**src/sv/pfdr_pkg.sv**
```systemverilog
// ----------------------------------------------------------------------------
// Paged framebuffer package
// Shared types, codes and defaults for the paged framebuffer draw and refresh
// block.
// ----------------------------------------------------------------------------
package pfdr_pkg;

  localparam int COLUMNS_DEF = 128;
  localparam int PAGES_DEF   = 8;

  localparam int PAGE_IDX_W  = 4;
  localparam int WORD_IDX_W  = 5;
  localparam int QUEUE_DEPTH = 2;

  localparam logic KIND_CMD  = 1'b0;
  localparam logic KIND_DATA = 1'b1;

  localparam logic [7:0] CMD_PAGE_BASE = 8'hB0;
  localparam logic [7:0] CMD_COL_LOW   = 8'h00;
  localparam logic [7:0] CMD_COL_HIGH  = 8'h10;

  typedef enum logic [1:0] {
    OP_DRAW    = 2'd0,
    OP_FILL    = 2'd1,
    OP_REFRESH = 2'd2,
    OP_NONE    = 2'd3
  } op_e;

  typedef enum logic {
    JOB_FILL,
    JOB_REFRESH
  } job_kind_e;

  typedef enum logic [2:0] {
    ST_CLEAR,
    ST_IDLE,
    ST_FILL_RD,
    ST_FILL_WR,
    ST_CMD_PAGE,
    ST_CMD_LOW,
    ST_CMD_HIGH,
    ST_DATA
  } back_state_e;

  typedef struct packed {
    logic [1:0] operation;
    logic [7:0] x_start;
    logic [7:0] y_start;
    logic [7:0] x_end;
    logic [7:0] y_end;
    logic       pixel_on;
    logic [2:0] page;
  } in_item_t;

  typedef struct packed {
    logic        kind;
    logic [7:0]  command_byte;
    logic [63:0] data_word;
    logic        last;
  } out_item_t;

  typedef struct packed {
    job_kind_e               kind;
    logic                    pixel_on;
    logic [7:0]              x_lo;
    logic [7:0]              x_hi;
    logic [7:0]              y_lo;
    logic [7:0]              y_hi;
    logic [PAGE_IDX_W-1:0]   page_lo;
    logic [PAGE_IDX_W-1:0]   page_hi;
    logic [WORD_IDX_W-1:0]   word_lo;
    logic [WORD_IDX_W-1:0]   word_hi;
    logic [2:0]              page;
  } job_t;

  typedef struct packed {
    logic clearing;
  } back_status_t;

endpackage

```
**src/sv/pfdr_front.sv**
```systemverilog
// ----------------------------------------------------------------------------
// Paged framebuffer front end
// Accepts items, clips fill coordinates to the screen, drops items
// that touch nothing and turns the rest into jobs for the queue.
// ----------------------------------------------------------------------------
module pfdr_front #(
  parameter int COLUMNS = pfdr_pkg::COLUMNS_DEF,
  parameter int PAGES   = pfdr_pkg::PAGES_DEF
) (
  input  logic                 start,
  input  pfdr_pkg::in_item_t   item_i,
  input  pfdr_pkg::back_status_t status_i,
  input  logic                 queue_full_i,
  output logic                 busy,
  output logic                 push_o,
  output pfdr_pkg::job_t       job_o
);

  localparam int         ROWS     = PAGES * 8;
  localparam logic [8:0] COL_LIM  = 9'(COLUMNS);
  localparam logic [8:0] ROW_LIM  = 9'(ROWS);
  localparam logic [7:0] COL_MAX  = 8'(COLUMNS - 1);
  localparam logic [7:0] ROW_MAX  = 8'(ROWS - 1);
  localparam logic [4:0] PAGE_TOP = 5'(PAGES - 1);

  logic keep;
  logic accept;

  assign busy   = status_i.clearing || queue_full_i;
  assign accept = start && !busy;
  assign push_o = accept && keep;

  always_comb begin
    keep           = 1'b0;
    job_o          = '0;
    job_o.kind     = pfdr_pkg::JOB_FILL;
    job_o.pixel_on = item_i.pixel_on;
    job_o.page     = item_i.page;
    case (pfdr_pkg::op_e'(item_i.operation))
      pfdr_pkg::OP_DRAW: begin
        keep       = ({1'b0, item_i.x_start} < COL_LIM) && ({1'b0, item_i.y_start} < ROW_LIM);
        job_o.x_lo = item_i.x_start;
        job_o.x_hi = item_i.x_start;
        job_o.y_lo = item_i.y_start;
        job_o.y_hi = item_i.y_start;
      end
      pfdr_pkg::OP_FILL: begin
        keep       = (item_i.x_start <= item_i.x_end) && (item_i.y_start <= item_i.y_end) &&
                     ({1'b0, item_i.x_start} < COL_LIM) && ({1'b0, item_i.y_start} < ROW_LIM);
        job_o.x_lo = item_i.x_start;
        job_o.x_hi = (item_i.x_end > COL_MAX) ? COL_MAX : item_i.x_end;
        job_o.y_lo = item_i.y_start;
        job_o.y_hi = (item_i.y_end > ROW_MAX) ? ROW_MAX : item_i.y_end;
      end
      pfdr_pkg::OP_REFRESH: begin
        keep       = 1'b1;
        job_o.kind = pfdr_pkg::JOB_REFRESH;
      end
      default: begin
        keep = 1'b0;
      end
    endcase
    // Larger row numbers live in lower-numbered pages, so the bottom row sets the first page.
    job_o.page_lo = pfdr_pkg::PAGE_IDX_W'(PAGE_TOP - job_o.y_hi[7:3]);
    job_o.page_hi = pfdr_pkg::PAGE_IDX_W'(PAGE_TOP - job_o.y_lo[7:3]);
    job_o.word_lo = job_o.x_lo[7:3];
    job_o.word_hi = job_o.x_hi[7:3];
  end

endmodule

```
**config.mk**
```make
export PLATFORM = sky130hd
export DESIGN_NAME = pfdr_front
export DESIGN_NICKNAME = d
export VERILOG_FILES = /design/src/sv/pfdr_pkg.sv /design/src/sv/pfdr_front.sv
export SDC_FILE = /design/constraint.sdc
export NUM_CORES = 1
export LEC_CHECK = 0
export BUFFER_PORTS_ARGS = -buffer_cell sky130_fd_sc_hd__clkbuf_2
export CAP_MARGIN = 20
export CORE_ASPECT_RATIO = 1.2
export CORE_MARGIN = 1
export CORE_UTILIZATION = 33
export DETAILED_ROUTE_END_ITERATION = 6
export PLACE_DENSITY = 0.88
export SETUP_SLACK_MARGIN = 0.1
export SLEW_MARGIN = 25
export SYNTH_ARGS = -nofsm -noshare
export SYNTH_HDL_FRONTEND = slang
export SYNTH_SLANG_ARGS = --single-unit
export TNS_END_PERCENT = 1
```
**constraint.sdc**
```tcl
create_clock -name vclk -period 2.34
set_input_delay 0.702 -clock vclk [all_inputs]
set_output_delay 0.702 -clock vclk [all_outputs]
set_load 0.02 [all_outputs]
```
; ---- Word-level counts from Yosys, hierarchy flattened
; Cells that the tools add are included.
[classes]
n_addsub = 2
n_mul = 0
div_mod_pow = 0
order_cmp = 6
eq_ne = 2
shift = 0
mux = 5
n_bitwise = 0
n_reduce_logical = 9
[ops]
columns = cell, n
row1 = one-hot mux 32 bit (2 select lines), 1
row2 = less-or-equal comparator 8 bit, 2
row3 = 2-to-1 mux 8 bit, 2
row4 = "> comparator 8 x 6 -> 1 bit, second input constant", 1
row5 = "> comparator 8 x 7 -> 1 bit, second input constant", 1
row6 = "less-than comparator 8 x 7 -> 1 bit, second input constant", 1
row7 = "less-than comparator 8 bit, second input constant", 1
row8 = "subtractor 3 x 4 -> 4 bit, first input constant", 2
row9 = logical AND 1 bit, 6
row10 = one-hot mux 1 bit (3 select lines), 1
row11 = "equality test 2 x 1 -> 1 bit, second input constant", 1
row12 = "equality test 2 bit, second input constant", 1
row13 = logical NOT 2 bit, 1
row14 = logical NOT 1 bit, 1
row15 = logical OR 1 bit, 1
row16 = 2-to-1 mux 1 bit, 1
[totals]
reg_bits = 0
latch_bits = 0
mem_bits_rw = 0
romBits = 0
input_bits = 41
out_inout_bits = 57
wordCells = 24
n_memories = 0

; ---- Depth between registers and ports, before layout
; Gate-level depths: netlist of the first run.
[depth]
word_depth = 6
mapped_depth = 7
ltp_nobuf = 7

; ---- Worst setup path after synthesis of the first run
; No wires, ideal clock.
[synth_path]
path_kind = input to output
startpoint = input item_i[36] in the netlist's numbering
endpoint = output job_o[40] in the netlist's numbering
arrival_ns = 1.944
t_required_ns = 1.638
path_slack_ns = -0.306
cell_stages = 4
path_buffers = 3
cell_sequence = buf_6 -> buf_2 -> a311oi_1 -> buf_4
[synth_rtl]
columns = item, line
row1 = from (decl), pfdr_front.sv:11  ; input pfdr_pkg::in_item_t item_i,
row2 = to (decl), pfdr_front.sv:16  ; output pfdr_pkg::job_t job_o

; ---- Final worst setup path of the first run
[layout_path]
startpoint = input item_i[21] in the netlist's numbering
endpoint = output push_o
[layout_via]
elab_chain_cells = 6
elab_cells_between_ends = 8
cone_classes = order compare (2) / mux (1) / reduce/logical (5)
[layout_rtl]
columns = item, line
row1 = less-or-equal comparator 8 bit, pfdr_front.sv:48  ; keep = (item_i.x_start <= item_i.x_end) && (item_i.y_start <= item_i.y_end) &&
row2 = logical AND 1 bit (2 in a row), pfdr_front.sv:48
row3 = logical AND 1 bit, pfdr_front.sv:49  ; ({1'b0, item_i.x_start} < COL_LIM) && ({1'b0, item_i.y_start} < ROW_LIM);
row4 = one-hot mux 1 bit (3 select lines) (*), pfdr_front.sv:39  ; case (pfdr_pkg::op_e'(item_i.operation))
row5 = logical AND 1 bit (*), pfdr_front.sv:31  ; assign push_o = accept && keep;
row6 = to (decl), pfdr_front.sv:15  ; output logic push_o,
; Mark *: on every way between the ends. The rest lies on a longest branch, timed or not.

==> impl_metrics.tcl, run 1 <==
set metrics [dict create \
    status "complete, but fails checks" \
    violations "setup timing" \
    worst_slew_margin_rel_pct 82.48 \
    placed_area_mm2 0.001499 \
    finalNetCount 291 \
    hold_class "in -> out" \
    power-per-cell-area_mw_per_mm2 219.3 \
    die_y_um 59.99 \
    crit_path_top_delay_cell "o221ai_1" \
    max_slew.worst_pin.slew_ns 0.2604 \
    grt_max_degree 19 \
    final_area_mm2 0.001767 \
    dieWidth_um 50.32 \
    grt_setup_unrepaired "yes" \
    setup_viol 1 \
    required_ns 1.64 \
    fin_crit_ns 2.710 \
    place_congestion 0.7310 \
    drtIter0Drc 22 \
    syn_area_per_cell_um2 6.512 \
    coreArea_mm2 0.002603 \
    grt_pass1_vias 1145 \
    yosysMostFrequentCell "nor2_1" \
    routed-via-count 1317 \
    grt_use_total_pct 20.05 \
    drc 0 \
    max_freq_mhz 369.0 \
    stdcell_count 265 \
    die-area_mm2 0.003018 \
    ir_worst_vdd_mv 0.1412 \
    crit_type "in -> out" \
    worst-path-buf-inv 2 \
    wl_per_cell_um 12.69 \
    maxSlewViolCount 0 \
    final_layout_size_suffix_gt1_share_pct 62.07 \
    synth_top_area_cell "ha_1" \
    setup_slack_ns -0.3701 \
    antenna_left 0 \
    cp_data_arrival_time_ns 2.01 \
    critPathMaxFanout 2 \
    post-dp-hpwl_mm 2.490 \
    synth_area_leaders "ha_1 (22%), buf_4 (14%), nor2b_1 (9.5%)" \
    io_pins 98 \
    min_period_over_period_pct 115.8 \
    ff_latch_area_um2 0 \
    initial_core_util_pct 35.53 \
    synthesis.area_um2 924.6 \
    finalPower_uw 387.4 \
    hold_ws_ns 1.404 \
    first_pass_iters 4 \
    cap_violations 0 \
    overflow 0 \
    core.rowCount 20 \
    clockBufferCount 0 \
    syn_inst 142 \
    synth_common_cells "nor2_1 (21), buf_4 (17), inv_1 (17), ha_1 (16), nor2b_1 (14)" \
    p_leak_nw 0.9566 \
    nFillCells 234 \
    area_delta_synth_final_pct 91.07 \
    critPathTopFamily "compound AO/OA/AOI/OAI gates" \
    numPortBuffers 90 \
    worst_setup_path_end_kind "output port" \
    placed_cells 265 \
    fin_util_pct 67.88 \
    antenna_found_initial 0 \
    seq_area_frac_synth_pct 0 \
    antenna_cells 0 \
    path_cells "clkbuf_8 -> ha_4 -> nor2b_1 -> o211ai_1 -> a21oi_1 -> o221ai_1 -> and3_4 -> buf_8" \
    vias_per_cell 4.970 \
    wl_mm 3.362 \
    grt_pass1_wl_mm 4.816 \
    yosysTopAreaCellShare_pct 21.65 \
    syn_nets 199 \
    seq_cell_count 0 \
    ys_types 26 \
    finalHoldViolCount 0 \
    critPathLaunchType "input pin" \
    max_stage_delay_ns 0.24 \
    ys_warn_count 0 \
]
[through the flow]
| stage | setup TNS (ns) | worst slack [ns] |
|---|---|---|
| after global routing | -0.4998 | -0.3992 |
| after floorplan | -0.3250 | -0.06554 |
| after detailed placement | -1.288 | -0.4046 |
| after global placement | -0.7065 | -0.3688 |
| final | -0.3701 | -0.3701 |
| after CTS | -0.3893 | -0.3467 |
[cell families after synthesis]
kind of cell / share of synthesized area, %
buf+inv: 25.85
compound gates: 17.86
simple gates: 34.64
fa+ha+maj: 21.65
[layout by cell type (no fill, tap or decap), drive strengths merged]
master / netlist / layout
clkbuf: 2 / 65
buf: 20 / 47
nor2: 21 / 21
inv: 22 / 21
ha: 16 / 16
nor2b: 14 / 14
a21oi: 8 / 8
a311oi: 6 / 6
nand4: 4 / 4
nor3b: 4 / 4
a211oi: 4 / 4
nand2b: 3 / 3
or3: 3 / 3
and2: 3 / 3
nand2: 3 / 3
o211ai: 2 / 2
o21ai: 2 / 2
o221ai: 2 / 2
clkinvlp: 0 / 1
or2: 1 / 1
nor4: 1 / 1
and3: 1 / 1
[layer usage]
| layer | wire length, µm | track usage, % | vias up |
|---|---|---|---|
| met5 | 0 | 0 | - |
| met4 | 38 | 1.190 | 0 |
| met3 | 173 | 1.527 | 6 |
| met2 | 2052 | 43.24 | 52 |
| met1 | 1097 | 21.47 | 611 |
| li1 | - | - | 648 |
[what timing repair did]
action | 4_1_cts | 5_1_grt
endpoints found under the hold margin | 0 | 0
endpoints found under the setup margin | 34 | 36
pin swaps | 13 | 12
gates resized for setup | 37 | 50
hold buffers | 0 | 0
setup buffers | 0 | 0
[layout make-up]
type / instances / area [µm²] / share of cell area (%)
Inverter: 22 / 91.34 / 5.170
Multi-Input combinational cell: 98 / 830.8 / 47.03
Tap cell: 33 / 41.29 / 2.337
Timing Repair Buffer: 112 / 803.3 / 45.47
[worst paths after layout]
check / startpoint / to / slack (ns) / cells past startpoint
worst max-delay path: item_i[21] / push_o / -0.37 / 8
worst min-delay path: item_i[2] / job_o[2] / 1.40 / 0
[report_power, final]
group	total (mW)	internal [mW]	switching [mW]
logic	0.387	0.181	0.206
clock network	0	0	0
registers	0	0	0
total	0.387	0.181	0.206
No activity file was read; power rests on OpenSTA's default activity.
==> run 2, diff against run 1 <==
Settings changed: PLACE_DENSITY 0.88 to not set, PLACE_DENSITY_LB_ADDON set to 0.12.
==> impl_metrics.tcl, run 2 (synthesis gave the netlist of run 1 again) <==
set metrics [dict create \
    finalNetCount 292 \
    routed-via-count 1269 \
    die_y_um 59.99 \
    io_pins 98 \
    initial_core_util_pct 35.53 \
    placed_area_mm2 0.001506 \
    final_layout_size_suffix_gt1_share_pct 59.66 \
    hold_depth 0 \
    worst_setup_path_end_kind "output port" \
    grt_use_total_pct 17.99 \
    place_congestion 0.7937 \
    final_area_mm2 0.001695 \
    antenna_found_initial 0 \
    pre_cts_ws_ns -0.3889 \
    overflow 0 \
    dieWidth_um 50.32 \
    max_freq_mhz 374.2 \
    holdCritStartpoint "item_i[2]" \
    finalPower_uw 368.9 \
    hold_end "job_o[2]" \
    nFillCells 238 \
    status "complete, but fails checks" \
    vias_per_cell 4.771 \
    min_period_over_period_pct 114.2 \
    cp_data_arrival_time_ns 1.97 \
    critPathMaxFanout 2 \
    mostFrequentLayoutCell "clkbuf_2" \
    max_slew.worst_pin.slew_ns 0.2351 \
    wl_mm 2.969 \
    wl_per_cell_um 11.16 \
    first_pass_iters 2 \
    maxSlewViolCount 0 \
    grt_max_degree 18 \
    grt_pass1_wl_mm 4.381 \
    clockBufferCount 0 \
    cts_hold_buf 0 \
    required_ns 1.64 \
    post-dp-hpwl_mm 2.408 \
    drc 0 \
    worst_slew_margin_rel_pct 84.19 \
    fin_crit_ns 2.672 \
    coreArea_mm2 0.002603 \
    antenna_cells 0 \
    numPortBuffers 90 \
    grt_pass1_vias 1085 \
    cap_violations 0 \
    antenna_left 0 \
    drtIter0Drc 11 \
    ir_worst_vdd_mv 0.1351 \
    area_delta_synth_final_pct 83.36 \
    power-per-cell-area_mw_per_mm2 217.6 \
    postCtsSetupBuffers 0 \
    finalHoldViolCount 0 \
    grt_setup_unrepaired "yes" \
    p_leak_nw 0.9473 \
    ff_latch_area_um2 0 \
    final_cell_mix "clkbuf_2 (59), buf_4 (34), nor2_1 (19)" \
    violations "setup timing" \
    setup_viol 1 \
    die-area_mm2 0.003018 \
    core.rowCount 20 \
    crit_type "in -> out" \
    critPathLaunchType "input pin" \
    setup_tns_ns -0.3321 \
    setup_slack_ns -0.3321 \
    hold_class "in -> out" \
    multi_input_area_um2 793.3 \
    seq_cell_count 0 \
]
run 2: worst max path at each step:
stage                      endpoint  slack, ns       start
after floorplan           job_o[40]      -0.07  item_i[37]
after global placement       push_o      -0.35  item_i[21]
after detailed placement     push_o      -0.39  item_i[21]
after global routing         push_o      -0.38   item_i[5]
final                        push_o      -0.33   item_i[5]
after CTS                    push_o      -0.33   item_i[5]
run 2: what timing repair did:
item / 4_1_cts / 5_1_grt
pin swaps: 10 / 17
gates resized for setup: 21 / 51
setup endpoints to repair: 26 / 26
cloned: 0 / 0
run 2: metal layers:
metal  part of all wire, %  up-vias  track usage [%]
met1                    37      566            19.37
li1                      -      646                -
met4                  0.71        0           0.3968
met2                    56       55            39.81
met5                     0        -                0
met3                   6.8        2           0.2545
run 2: worst max-delay path: stages:
cell      delay, ns
buf_6          0.10
inv_4          0.05
ha_4           0.20
nor2b_4        0.12
o211ai_1       0.17
a21oi_1        0.09
o221ai_1       0.22
and3_4         0.22
buf_8          0.10
run 2: metrics by stage:
stage	instances	utilization [%]	hold slack, ns
2_1_floorplan	142	-	1.489
3_3_place_gp	266	57.88	1.404
3_5_place_dp	266	57.88	1.404
4_1_cts	266	61.39	1.404
5_1_grt	266	65.14	1.404
6_report	266	65.14	1.404
run 2: area by class of cell:
cell class,count,share of cell area (%)
Timing Repair Buffer,113,45.39
Tap cell,33,2.435
Multi-Input combinational cell,98,46.79
Inverter,22,5.387
run 2: report_power, final:
group          internal, mW  leakage, nW  switching [mW]  total, mW
logic                 0.174        0.947           0.195      0.369
registers                 0            0               0          0
clock network             0            0               0          0
==> run 3, diff against run 2 <==
Settings changed: BUFFER_PORTS_ARGS -buffer_cell sky130_fd_sc_hd__clkbuf_2 to not set, CORE_UTILIZATION 33 to 40, DONT_BUFFER_PORTS set to 1, GPL_TIMING_DRIVEN set to 0.
==> impl_metrics.tcl, run 3 (synthesis gave the netlist of run 1 again) <==
set metrics [dict create \
    seq_cell_count 0 \
    holdCritStartpoint "item_i[36]" \
    min_period_over_period_pct 106.0 \
    post-dp-hpwl_mm 2.054 \
    grt_pass1_vias 812 \
    grt_max_degree 11 \
    finalNetCount 202 \
    maxSlewViolCount 0 \
    hold_ws_ns 1.494 \
    hold_class "in -> out" \
    overflow 0 \
    grt_use_total_pct 18.28 \
    wl_per_cell_um 14.94 \
    placed_cells 172 \
    routed-via-count 968 \
    cp_data_arrival_time_ns 1.78 \
    status "complete, but fails checks" \
    finalPower_uw 285.5 \
    max_freq_mhz 403.3 \
    setup_viol 1 \
    numPortBuffers 0 \
    worst_slew_margin_rel_pct 68.08 \
    final_cell_mix "nor2_1 (21), inv_1 (14), buf_4 (12)" \
    coreArea_mm2 0.002117 \
    critPathMaxFanout 3 \
    drtIter0Drc 5 \
    grt_setup_unrepaired "yes" \
    clockBufferCount 0 \
    grt_pass1_wl_mm 3.456 \
    worst_setup_path_end_kind "output port" \
    cap_violations 0 \
    vias_per_cell 5.595 \
    setup_slack_ns -0.1395 \
    nFillCells 201 \
    antenna_cells 0 \
    place_congestion 0.7385 \
    io_pins 98 \
    critPathLaunchType "input pin" \
    violations "setup timing" \
    wl_mm 2.584 \
    core.rowCount 18 \
    startpoint "item_i[21]" \
    ff_latch_area_um2 0 \
    mostFrequentLayoutCell "nor2_1" \
    antenna_found_initial 1 \
    first_pass_iters 4 \
    ir_worst_vdd_mv 0.1245 \
    stdcell_count 173 \
    fin_crit_ns 2.480 \
    antenna_left 0 \
    die-area_mm2 0.002509 \
    crit_type "in -> out" \
    power-per-cell-area_mw_per_mm2 228.7 \
    final_layout_size_suffix_gt1_share_pct 41.26 \
    initial_core_util_pct 43.68 \
    drc 0 \
    dieWidth_um 45.89 \
    p_leak_nw 0.5443 \
    area_delta_synth_final_pct 35.05 \
    required_ns 1.64 \
    die_y_um 54.67 \
    max_slew.worst_pin.slew_ns 0.4777 \
    finalHoldViolCount 0 \
]
run 3: power breakdown:
group | switching [mW] | leakage [nW] | internal, mW
registers | 0 | 0 | 0
clock network | 0 | 0 | 0
logic | 0.174 | 0.544 | 0.112
total | 0.174 | 0.544 | 0.112
run 3: worst max-delay path: stages:
cell,delay (ns)
ha_4,0.22
nor2b_4,0.12
o211ai_1,0.16
a21oi_1,0.08
o221ai_1,0.24
and3_4,0.26
run 3: repair_timing:
item / 4_1_cts / 5_1_grt
gates resized for setup: 20 / 24
endpoints found under the setup margin: 24 / 17
hold buffers: 0 / 0
gates cloned: 0 / 0
pin swaps: 5 / 8
setup buffers: 1 / 0
run 3: worst paths after layout:
kind / to / slack, ns / cells past startpoint
max: push_o / -0.14 / 6
min: job_o[54] / 1.49 / 1
run 3: metal layers:
| metal | wire length, µm | GRT usage, % | vias to the layer above |
|---|---|---|---|
| met1 | 958 | 21.94 | 429 |
| li1 | - | - | 470 |
| met3 | 243 | 2.310 | 2 |
| met2 | 1371 | 35.68 | 65 |
| met5 | 10 | 0 | - |
| met4 | 0 | 0 | 2 |
run 3: metrics by stage:
stage / utilization, % / TNS [ns] / cell area (µm²) / worst slack (ns)
after floorplan: - / -0.3250 / 998.5 / -0.06554
after global placement: 48.94 / -1.629 / 1036 / -0.2076
after detailed placement: 48.94 / -1.722 / 1036 / -0.2328
after CTS: 54.08 / -0.3729 / 1145 / -0.1365
after global routing: 58.98 / -0.1934 / 1249 / -0.1696
final: 58.98 / -0.1395 / 1249 / -0.1395
run 3: layout make-up:
class,instances,area (µm²),share of cell area (%)
Timing Repair Buffer,1,11.26,0.9018
Inverter,22,93.84,7.515
Buffer,22,209.0,16.73
Multi-Input combinational cell,98,897.1,71.84
Tap cell,30,37.54,3.006
