==> config.mk <==
export PLATFORM = sky130hd
export DESIGN_NAME = pfdr_queue
export DESIGN_NICKNAME = d
export VERILOG_FILES = /design/src/sv/pfdr_pkg.sv /design/src/sv/pfdr_queue.sv
export SDC_FILE = /design/constraint.sdc
export NUM_CORES = 1
export LEC_CHECK = 0
export BUFFER_PORTS_ARGS = -buffer_cell sky130_fd_sc_hd__buf_4
export CORE_AREA = 4 4 126 128
export CTS_CLUSTER_DIAMETER = 120
export DETAILED_ROUTE_END_ITERATION = 10
export DIE_AREA = 0 0 130 132
export PLACE_DENSITY = 0.54
export SLEW_MARGIN = 20
export SYNTH_ARGS = -nofsm -noshare
export SYNTH_HDL_FRONTEND = slang
export SYNTH_SLANG_ARGS = --single-unit
==> constraint.sdc <==
create_clock -name clk_i -period 4.15 [get_ports clk_i]
set_clock_uncertainty 0.05 [all_clocks]
set_input_delay 0 -clock clk_i [delete_from_list [all_inputs] [get_ports clk_i]]
set_output_delay 0 -clock clk_i [all_outputs]
set_load 0.02 [all_outputs]
==> src/sv/pfdr_pkg.sv <==
// ----------------------------------------------------------------------------
// Paged framebuffer package
// Shared types, codes and defaults for the paged framebuffer draw and refresh
// block.
// ----------------------------------------------------------------------------
package pfdr_pkg;

  localparam int COLUMNS_DEF = 128;
  localparam int PAGES_DEF   = 8;

  localparam int PAGE_IDX_W  = 4;
  localparam int WORD_IDX_W  = 5;
  localparam int QUEUE_DEPTH = 2;

  localparam logic KIND_CMD  = 1'b0;
  localparam logic KIND_DATA = 1'b1;

  localparam logic [7:0] CMD_PAGE_BASE = 8'hB0;
  localparam logic [7:0] CMD_COL_LOW   = 8'h00;
  localparam logic [7:0] CMD_COL_HIGH  = 8'h10;

  typedef enum logic [1:0] {
    OP_DRAW    = 2'd0,
    OP_FILL    = 2'd1,
    OP_REFRESH = 2'd2,
    OP_NONE    = 2'd3
  } op_e;

  typedef enum logic {
    JOB_FILL,
    JOB_REFRESH
  } job_kind_e;

  typedef enum logic [2:0] {
    ST_CLEAR,
    ST_IDLE,
    ST_FILL_RD,
    ST_FILL_WR,
    ST_CMD_PAGE,
    ST_CMD_LOW,
    ST_CMD_HIGH,
    ST_DATA
  } back_state_e;

  typedef struct packed {
    logic [1:0] operation;
    logic [7:0] x_start;
    logic [7:0] y_start;
    logic [7:0] x_end;
    logic [7:0] y_end;
    logic       pixel_on;
    logic [2:0] page;
  } in_item_t;

  typedef struct packed {
    logic        kind;
    logic [7:0]  command_byte;
    logic [63:0] data_word;
    logic        last;
  } out_item_t;

  typedef struct packed {
    job_kind_e               kind;
    logic                    pixel_on;
    logic [7:0]              x_lo;
    logic [7:0]              x_hi;
    logic [7:0]              y_lo;
    logic [7:0]              y_hi;
    logic [PAGE_IDX_W-1:0]   page_lo;
    logic [PAGE_IDX_W-1:0]   page_hi;
    logic [WORD_IDX_W-1:0]   word_lo;
    logic [WORD_IDX_W-1:0]   word_hi;
    logic [2:0]              page;
  } job_t;

  typedef struct packed {
    logic clearing;
  } back_status_t;

endpackage

==> src/sv/pfdr_queue.sv <==
// ----------------------------------------------------------------------------
// Paged framebuffer job queue
// Short first-in first-out queue of jobs between the front end and the
// back end.
// ----------------------------------------------------------------------------
module pfdr_queue (
  input  logic           clk_i,
  input  logic           rst_ni,
  input  logic           push_i,
  input  pfdr_pkg::job_t job_i,
  input  logic           pop_i,
  output pfdr_pkg::job_t job_o,
  output logic           full_o,
  output logic           empty_o
);

  localparam int PTR_W = (pfdr_pkg::QUEUE_DEPTH > 1) ? $clog2(pfdr_pkg::QUEUE_DEPTH) : 1;
  localparam int CNT_W = $clog2(pfdr_pkg::QUEUE_DEPTH + 1);
  localparam logic [PTR_W-1:0] PTR_LAST = PTR_W'(pfdr_pkg::QUEUE_DEPTH - 1);
  localparam logic [CNT_W-1:0] CNT_FULL = CNT_W'(pfdr_pkg::QUEUE_DEPTH);

  pfdr_pkg::job_t   entries_q [pfdr_pkg::QUEUE_DEPTH];
  logic [PTR_W-1:0] wr_ptr_q, wr_ptr_d;
  logic [PTR_W-1:0] rd_ptr_q, rd_ptr_d;
  logic [CNT_W-1:0] count_q, count_d;
  logic             do_push;
  logic             do_pop;

  assign full_o  = (count_q == CNT_FULL);
  assign empty_o = (count_q == '0);
  assign job_o   = entries_q[rd_ptr_q];
  assign do_push = push_i && !full_o;
  assign do_pop  = pop_i && !empty_o;

  always_comb begin
    wr_ptr_d = wr_ptr_q;
    rd_ptr_d = rd_ptr_q;
    count_d  = count_q;
    if (do_push) begin
      wr_ptr_d = (wr_ptr_q == PTR_LAST) ? '0 : wr_ptr_q + 1'b1;
    end
    if (do_pop) begin
      rd_ptr_d = (rd_ptr_q == PTR_LAST) ? '0 : rd_ptr_q + 1'b1;
    end
    if (do_push && !do_pop) begin
      count_d = count_q + 1'b1;
    end else if (do_pop && !do_push) begin
      count_d = count_q - 1'b1;
    end
  end

  always_ff @(posedge clk_i or negedge rst_ni) begin
    if (!rst_ni) begin
      wr_ptr_q <= '0;
      rd_ptr_q <= '0;
      count_q  <= '0;
    end else begin
      wr_ptr_q <= wr_ptr_d;
      rd_ptr_q <= rd_ptr_d;
      count_q  <= count_d;
    end
  end

  always_ff @(posedge clk_i) begin
    if (do_push) begin
      entries_q[wr_ptr_q] <= job_i;
    end
  end

endmodule

Yosys cells after proc, flatten, opt, wreduce, memory -nomap -nowiden
Memory sizes are Yosys's and may differ from the RTL's.
Cells that the tools add are included.

storage, ports and cells
  RAM bits = 110
  output and inout bits = 57
  word-level logic and storage cells = 25
  memories = 1
  register bits after elaboration = 4
  input bits = 59

memory list
  name       depth  bits a word  read ports  clocked after Yosys merged registers in  wr ports  line              text
  entries_q  2      55           1           0                                        1         pfdr_queue.sv:22  pfdr_pkg::job_t entries_q [pfdr_pkg::QUEUE_DEPTH];

operators by class
  reduce and logical (&&, ||, !) cells = 10
  mux-type cells = 6
  eq/ne operators = 1
  add/sub/neg operators = 4

operator list
  operator                                          number
  logical AND 1 bit                                 4
  zero test 1 bit                                   4
  two-way mux 1 bit                                 4
  two-way mux 2 bit                                 2
  adder 1 bit, second input constant                2
  adder 2 x 1 -> 2 bit, second input constant       1
  == test 2 bit, second input constant              1
  zero test 2 bit                                   1
  nonzero test 2 bit                                1
  subtractor 2 x 1 -> 2 bit, second input constant  1

Longest topological paths before layout
Gate-level depths: netlist of run 1.

  depth after elaboration = 7
  mapped depth = 7
  gate-level depth less buffers = 7

Worst setup path after synthesis of run 1
No wires, ideal clock.

  path kind = register to register
  start = reg count_q[0]
  end = mem entries_q[0][0] (netlist bit), enable pin
  data arrival time = 2.949 ns
  period minus slack after synthesis = 3.467 ns
  data required time = 3.632 ns
  path buffers = 0
  cell stages (with the launch flop) = 4
  slack = 0.683 ns
  library setup time = 0.468 ns
  path through = dfrtp_1 -> nand2b_1 -> nand2_1 -> nor2_1

between the ends
  longest elaborated chain between the ends = 5

RTL lines
  what                                     line              text
  start, declared                          pfdr_queue.sv:25  logic [CNT_W-1:0] count_q, count_d;
  start signal, assigned                   pfdr_queue.sv:60  count_q <= count_d;
  == test 2 bit                            pfdr_queue.sv:29  assign full_o = (count_q == CNT_FULL);
  zero test 1 bit                          pfdr_queue.sv:32  assign do_push = push_i && !full_o;
  logical AND 1 bit                        pfdr_queue.sv:32
  two-way mux 1 bit                        pfdr_queue.sv:65  if (do_push) begin
  two-way mux 1 bit (implied by the code)  pfdr_queue.sv:66  entries_q[wr_ptr_q] <= job_i;
  end, declared                            pfdr_queue.sv:22

No other way between the ends.

==> reports/metrics.csv, run 1 <==
metric;value;unit
critical-path cell list;mux2_2 -> buf_4;
DR WL/cell;14.2;um
syn_area_per_cell;22.8;um2
Routed WL;8280;um
synthesized cell area;4330;um2
top cells by area, synth;edfxtp_1 (76%), mux2_4 (14%), mux2_2 (3.9%), dfrtp_1 (2.3%), buf_6 (1.3%);
count leader, synth;edfxtp_1;
FF+latch count, synth;114;
Clock Tree Root;clkbuf_16;
first-pass GRT wire length;13100;um
CTS Buffer Depth;2;
peak supply drop;0.000422;V
Hold Fails Final Rpt;0;
die width;130;um
number of global-route vias before repair;2596;
crit path buf inv count;1;
Setup-failing EPs final;0;
Via density;4.11;
port bufs;115;
I/O pins;116;
syn nets;250;
largest net degree at the start of global routing;57;
status;completed;
Worst slew margin;0.314;
Final ANT Viol Nets;0;
CP Launch Type;flip-flop;
CTS tree;done;
worst-path maximum fanout;56;
Worst Hold Depth;2;
Worst Min Path Start;job_i[36];
register area share after synthesis;0.786;
Crit. End Element;output pin;
standby leakage power;2.65;nW
GPL Wtd Cong;0.650;
GR Util All Layers;0.102;
P&R area growth vs syn;53.9;%
fin area;6670;um2
top_reg_cell synth;edfxtp_1;
Clock Sinks;114;
DR pass1 iterations;4;
Yosys top cell by area;edfxtp_1;
number of gates resized after CTS;0;
Clock transition at path regs;0.05;ns
HP Class;in2reg;
Max-cap violations;0;
crit path max-delay cell type;dfrtp_4;
postcts setup bufs;0;
Stages on worst setup path;2;
placed cells;490;
Final Util;0.448;
Hold Path End;entries_q[0][36];
Max Slew Vio Count;0;
R2R Path Start;count_q[0];
Die ar.;17200;um2
overall power;4.93;mW
Post-synth top cells;edfxtp_1 (110), mux2_4 (40), mux2_2 (15);
worst path arrival time;2.16;ns
Tmin final;2.21;ns
post-route insts no fill;581;
via count;2387;
Area after DPL;5410;um2
Worst R2R End;entries_q[0][52];
Gate Count Post-Synth;190;
Skew-Pair Late Insertion Delay;0.41;ns
family with the most delay on the worst path;flip-flops;
die height;132;um
number of diodes;0;
Setup Total Neg Slack;0;ns
number of remaining DRC errors;0;
# rows;45;
share of layout cells above drive strength 1;0.517;
GR Overflow Total;0;
FMAX;0.453;GHz
Worst EP required;4.10;ns
ys async rst share;0.0351;
Core ar.;14900;um2
total CTS buffers;17;
Initial Utilization;0.291;
DP Wirelength;5210;um
final period utilization;0.532;
number of flops mapped to enable cells by yosys;110;
peak per-stage delay on the critical path;1.08;ns
setup slack, reg-to-reg;2.20;ns
Yosys Warn Count;0;
antenna violations before repair;0;
Synth top area share;0.763;
Cell Pwr Density;739;nW/um2
worst slew pin tran;1.03;ns
critical path startpoint;rd_ptr_q;
Unique masters post-synth;15;
kind of critical path;reg2out;
Worst Reg-to-Reg Cells;4;
# nets final;440;
unrepaired setup endpoints after global routing;no;
initial drt markers;111;
H-tree depth;4;
-- cells in the final DEF (no fill, tap or decap) --
cell / n
and3_4: 1
buf_4: 118
bufinv_16: 7
clkbuf_1: 1
clkbuf_16: 17
clkinv_1: 4
clkinv_2: 3
dfrtp_1: 3
dfrtp_4: 1
dlygate4sd3_1: 59
edfxtp_1: 110
ha_1: 1
inv_1: 2
mux2_2: 15
mux2_4: 40
nand2_1: 1
nand2b_1: 1
nor2_1: 2
nor2_4: 1
o21ai_0: 1
xnor2_1: 3
xor2_1: 2
-- flip-flops by register name, indices dropped and copies added (netlist names) --
register and cells:
count_q 2, entries_q 110, rd_ptr_q 1, wr_ptr_q 1
-- layer usage --
metal | global-route usage | part of all wire
met5 | 0 | 0
met4 | 0.0502 | 0.021
met3 | 0.0458 | 0.079
met2 | 0.162 | 0.49
met1 | 0.117 | 0.41
-- area by class of cell --
cell class	instances	area, um2
clock buffer	18	429
tap	188	235
inverter	2	7.51
timing repair buffer	177	1480
multi-input combinational	68	871
fill	1298	8200
clock inverter	14	240
sequential	114	3410
-- through the flow --
| stage | hold WS, ns | setup slack [ns] |
|---|---|---|
| detailed placement | -0.249 | 2.15 |
| global route | 0.251 | 1.87 |
| global placement | -0.252 | 1.82 |
| floorplan | -0.346 | 0.683 |
| CTS | 0.242 | 1.92 |
| finish | 0.262 | 1.94 |
-- how the worst max path moves through the flow --
stage | to | slack (ns)
after floorplan | entries_q[0][0] | 0.68
after global placement | entries_q[1][13] | 1.82
after detailed placement | entries_q[0][24] | 2.15
after CTS | job_o[39] | 1.92
after global routing | job_o[39] | 1.87
final | job_o[39] | 1.94
-- where the power goes --
group          internal, mW  switching, mW
clock                  1.17          0.465
combinational         0.795          0.706
sequential             1.58          0.210
total                  3.55           1.38
-- timing repair --
item / CTS / global route
hold buffers: 59 / 0
endpoints found under the hold margin: 116 / 0
endpoints found under the setup margin: 0 / 0
-- cell families after synthesis --
| kind of cell | share of synthesized area |
|---|---|
| flops | 0.786 |
| fa+ha+maj | 0.00289 |
| xor+xnor | 0.0101 |
| simple gates | 0.00636 |
| compound gates | 0.00115 |
| mux | 0.178 |
| buf+inv | 0.0159 |
Note: power is estimated with default switching activity, not from simulation.
==> run 2, diff against run 1 <==
--- a/config.mk
+++ b/config.mk
@@ -10,7 +10,7 @@
 export CTS_CLUSTER_DIAMETER = 120
 export DETAILED_ROUTE_END_ITERATION = 10
 export DIE_AREA = 0 0 130 132
-export PLACE_DENSITY = 0.54
+export PLACE_DENSITY = 0.55
 export SLEW_MARGIN = 20
 export SYNTH_ARGS = -nofsm -noshare
 export SYNTH_HDL_FRONTEND = slang
==> constraint.sdc (replaced) <==
create_clock -name clk_i -period 1.9 [get_ports clk_i]
set_clock_uncertainty 0.05 [all_clocks]
set_input_delay 0 -clock clk_i [delete_from_list [all_inputs] [get_ports clk_i]]
set_output_delay 0 -clock clk_i [all_outputs]
set_load 0.02 [all_outputs]
==> reports/metrics.csv, run 2 (synthesis results as in run 1) <==
metric;value;unit
most frequent cells in the layout;buf_4 (116), edfxtp_1 (110), dlygate4sd3_1 (59);
worst path arrival time;1.66;ns
FMAX;0.585;GHz
Hold Fails Final Rpt;0;
most common cell after layout, fill and taps aside;buf_4;
Initial Utilization;0.291;
Tmin final;1.71;ns
Largest Register;entries_q;
biggest regs;entries_q (110), count_q (2);
share of layout cells above drive strength 1;0.533;
Final ANT Viol Nets;0;
number of gates resized after CTS;0;
Max Slew Vio Count;0;
Max-cap violations;0;
unrepaired setup endpoints after global routing;no;
Skew-Pair Late Insertion Delay;0.40;ns
max reg flops;110;
CP Launch Type;flip-flop;
Final Util;0.453;
Clock Tree Root;clkbuf_16;
Clock Sinks;114;
die width;130;um
number of hold buffers added after cts;59;
die height;132;um
P&R area growth vs syn;55.5;%
antenna violations before repair;0;
HP Class;in2reg;
DR WL/cell;14.0;um
Routed WL;8150;um
Die ar.;17200;um2
# nets final;443;
first-pass GRT wire length;12900;um
Worst slew margin;0.797;
GR Overflow Total;0;
status;completed;
Cell Pwr Density;1590;nW/um2
number of remaining DRC errors;0;
postcts setup bufs;0;
# rows;45;
Clock transition at path regs;0.05;ns
initial drt markers;65;
kind of critical path;reg2out;
Worst EP required;1.85;ns
Core ar.;14900;um2
largest net degree at the start of global routing;36;
total CTS buffers;17;
worst-path maximum fanout;34;
CTS Buffer Depth;2;
via count;2381;
standby leakage power;2.67;nW
dpl ws;0.387;ns
final worst setup slack;0.190;ns
critical path startpoint;rd_ptr_q;
number of diodes;0;
DR pass1 iterations;4;
overall power;10.7;mW
I/O pins;116;
number of global-route vias before repair;2595;
DP Wirelength;5230;um
final period utilization;0.900;
port bufs;115;
Worst Min Path Start;job_i[34];
GR Util All Layers;0.0991;
GPL Wtd Cong;0.665;
worst slew pin tran;0.302;ns
Setup Total Neg Slack;0;ns
Via density;4.08;
Crit. End Element;output pin;
R2R Path Start;count_q[0];
H-tree depth;4;
Setup-failing EPs final;0;
CTS tree;done;
peak supply drop;0.000973;V
==> run 2: changes by cell type in the layout (fill, tap and decap cells not counted), sizes merged <==
| cell | delta |
|---|---|
| clkinvlp | +5 |
| buf | +3 |
| clkinv | -3 |
| bufinv | -2 |
| clkbuf | -1 |
| inv | +1 |
==> run 2: metrics by stage <==
stage | instance area, um2 | instances | hold WS (ns)
after floorplan | 4350 | 190 | -0.346
after global placement | 5500 | 493 | -0.250
after detailed placement | 5500 | 493 | -0.249
after CTS | 6730 | 584 | 0.244
after global routing | 6730 | 584 | 0.255
final | 6730 | 584 | 0.268
==> run 2: final timing paths <==
kind	end	slack, ns	depth (start not counted)
setup / recovery	job_o[37]	0.19	3
min in group asynchronous	count_q[0]	0.49	3
max in group asynchronous	rd_ptr_q	1.11	3
hold reg to reg	wr_ptr_q	0.49	1
setup reg to reg	entries_q[0][13]	0.40	4
hold / removal	entries_q[0][34]	0.27	2
==> run 2: worst max-delay path, cell delays in order (launching register included) <==
cell and delay, ns:
dfrtp_4 0.44, buf_12 0.25, mux2_2 0.37, buf_4 0.16
==> run 2: where the power goes <==
part	leakage [nW]	total (mW)	internal [mW]	switching (mW)
sequential	1.07	3.61	3.45	0.167
clock	0.296	3.38	2.31	1.07
combinational	1.30	3.71	1.86	1.85
==> run 2: per-layer routing <==
metal / up-vias / routed length (um) / GRT usage
met5: - / 0 / 0
met4: 0 / 146 / 0.0433
met3: 14 / 582 / 0.0438
met2: 74 / 4160 / 0.166
met1: 1158 / 3260 / 0.108
li1: 1135 / - / -
==> run 2: final cells by class <==
cell class	count	area [um2]
clock buffers	17	425
clock inverters	15	214
fillers	1311	8130
inverters	2	7.51
multi-input cells	68	882
flip-flops and latches	114	3410
well taps	188	235
repair buffers	180	1560
==> run 3, diff against run 2 <==
--- a/config.mk
+++ b/config.mk
@@ -6,11 +6,13 @@
 export NUM_CORES = 1
 export LEC_CHECK = 0
 export BUFFER_PORTS_ARGS = -buffer_cell sky130_fd_sc_hd__buf_4
+export CELL_PAD_IN_SITES_DETAIL_PLACEMENT = 1
+export CELL_PAD_IN_SITES_GLOBAL_PLACEMENT = 2
 export CORE_AREA = 4 4 126 128
 export CTS_CLUSTER_DIAMETER = 120
 export DETAILED_ROUTE_END_ITERATION = 10
 export DIE_AREA = 0 0 130 132
-export PLACE_DENSITY = 0.55
+export PLACE_DENSITY = 0.69
 export SLEW_MARGIN = 20
 export SYNTH_ARGS = -nofsm -noshare
 export SYNTH_HDL_FRONTEND = slang
==> reports/metrics.csv, run 3 (synthesis results as in run 1) <==
metric;value;unit
GR Util All Layers;0.109;
Worst Min Path Start;job_i[30];
DR pass1 iterations;4;
biggest regs;entries_q (110), count_q (2);
dpl ws;0.375;ns
die width;130;um
H-tree depth;4;
Routed WL;8770;um
postcts setup bufs;0;
FMAX;0.558;GHz
peak supply drop;0.000818;V
Setup Total Neg Slack;0;ns
number of hold buffers added after cts;59;
kind of critical path;reg2out;
GR Overflow Total;0;
via count;2397;
crit path max-delay cell type;dfrtp_4;
Max-cap violations;0;
status;completed;
total CTS buffers;17;
number of remaining DRC errors;0;
max reg flops;110;
number of diodes;0;
CTS Buffer Depth;2;
Worst EP required;1.85;ns
HP Class;in2reg;
peak per-stage delay on the critical path;0.41;ns
most frequent cells in the layout;buf_4 (115), edfxtp_1 (110), dlygate4sd3_1 (59);
CP Launch Type;flip-flop;
DR WL/cell;15.1;um
Hold Fails Final Rpt;0;
largest net degree at the start of global routing;57;
number of global-route vias before repair;2799;
worst slew pin tran;0.403;ns
Clock Sinks;114;
most common cell after layout, fill and taps aside;buf_4;
GPL Wtd Cong;0.693;
Clock transition at path regs;0.05;ns
R2R Path Start;count_q[0];
Core ar.;14900;um2
Clock Tree Root;clkbuf_16;
CTS tree;done;
P&R area growth vs syn;51.3;%
Via density;4.14;
Crit. End Element;output pin;
port bufs;115;
first-pass GRT wire length;14200;um
Tmin final;1.79;ns
Skew-Pair Late Insertion Delay;0.40;ns
Initial Utilization;0.291;
final period utilization;0.943;
number of gates resized after CTS;0;
worst path arrival time;1.74;ns
antenna violations before repair;0;
unrepaired setup endpoints after global routing;no;
# nets final;440;
Max Slew Vio Count;0;
standby leakage power;2.60;nW
critical path startpoint;rd_ptr_q;
# rows;45;
Final ANT Viol Nets;0;
Die ar.;17200;um2
Setup-failing EPs final;0;
Final Util;0.441;
Cell Pwr Density;1520;nW/um2
final worst setup slack;0.109;ns
critical-path cell list;buf_12 -> mux2_2 -> buf_4;
Worst slew margin;0.732;
initial drt markers;124;
worst-path maximum fanout;56;
share of layout cells above drive strength 1;0.517;
I/O pins;116;
Largest Register;entries_q;
number of filler cells placed in the layout;1456;
die height;132;um
[run 3: changes by cell type in the layout (fill, tap and decap cells not counted)]
cell | before | now
buf_4 | 116 | 115
bufinv_16 | 5 | 1
clkbuf_1 | 0 | 4
inv_6 | 1 | 0
clkinvlp_4 | 5 | 0
clkinv_2 | 2 | 6
buf_12 | 5 | 3
[run 3: area by class of cell]
class,instances,area (um2),share of cell area
well taps,188,235,0.0359
inverters,2,7.51,0.00115
flip-flops and latches,114,3410,0.520
multi-input cells,68,882,0.135
repair buffers,177,1510,0.231
clock buffers,21,440,0.0672
clock inverters,9,67.6,0.0103
[run 3: stage by stage]
stage	cell area, um2	hold WS (ns)	total power, mW	std cells
4_1_cts	6550	0.242	10.2	579
3_5_place_dp	5460	-0.247	7.32	490
5_1_grt	6550	0.257	10.5	579
3_3_place_gp	5460	-0.248	7.25	490
6_report	6550	0.275	9.98	579
2_1_floorplan	4350	-0.346	6.00	190
[run 3: worst max-delay path: cells and delay by family (launching register included)]
family	cells	cell delay, ns
flops	1	0.41
buf+inv	2	0.52
mux	1	0.40
[run 3: worst paths after layout]
path | to | slack, ns | cells after the start
max in group asynchronous | rd_ptr_q | 1.13 | 3
min in group asynchronous | count_q[0] | 0.47 | 3
min reg2reg | wr_ptr_q | 0.51 | 1
max reg2reg | entries_q[1][27] | 0.36 | 3
max | job_o[38] | 0.11 | 3
min | entries_q[0][30] | 0.27 | 2
[run 3: routing by layer]
| metal | GRT usage | share of wire | up-vias | wire length [um] |
|---|---|---|---|---|
| li1 | - | - | 1127 | - |
| met1 | 0.115 | 0.38 | 1183 | 3310 |
| met2 | 0.192 | 0.54 | 76 | 4720 |
| met3 | 0.0429 | 0.067 | 11 | 585 |
| met4 | 0.0485 | 0.016 | 0 | 141 |
| met5 | 0 | 0 | - | 0 |
[run 3: report_power, final]
group | total, mW | leakage (nW) | internal [mW] | switching [mW]
Clock | 2.72 | 0.255 | 1.75 | 0.969
Sequential | 3.63 | 1.07 | 3.46 | 0.170
Combinational | 3.64 | 1.28 | 1.79 | 1.85
Total | 9.98 | 2.60 | 6.99 | 2.99
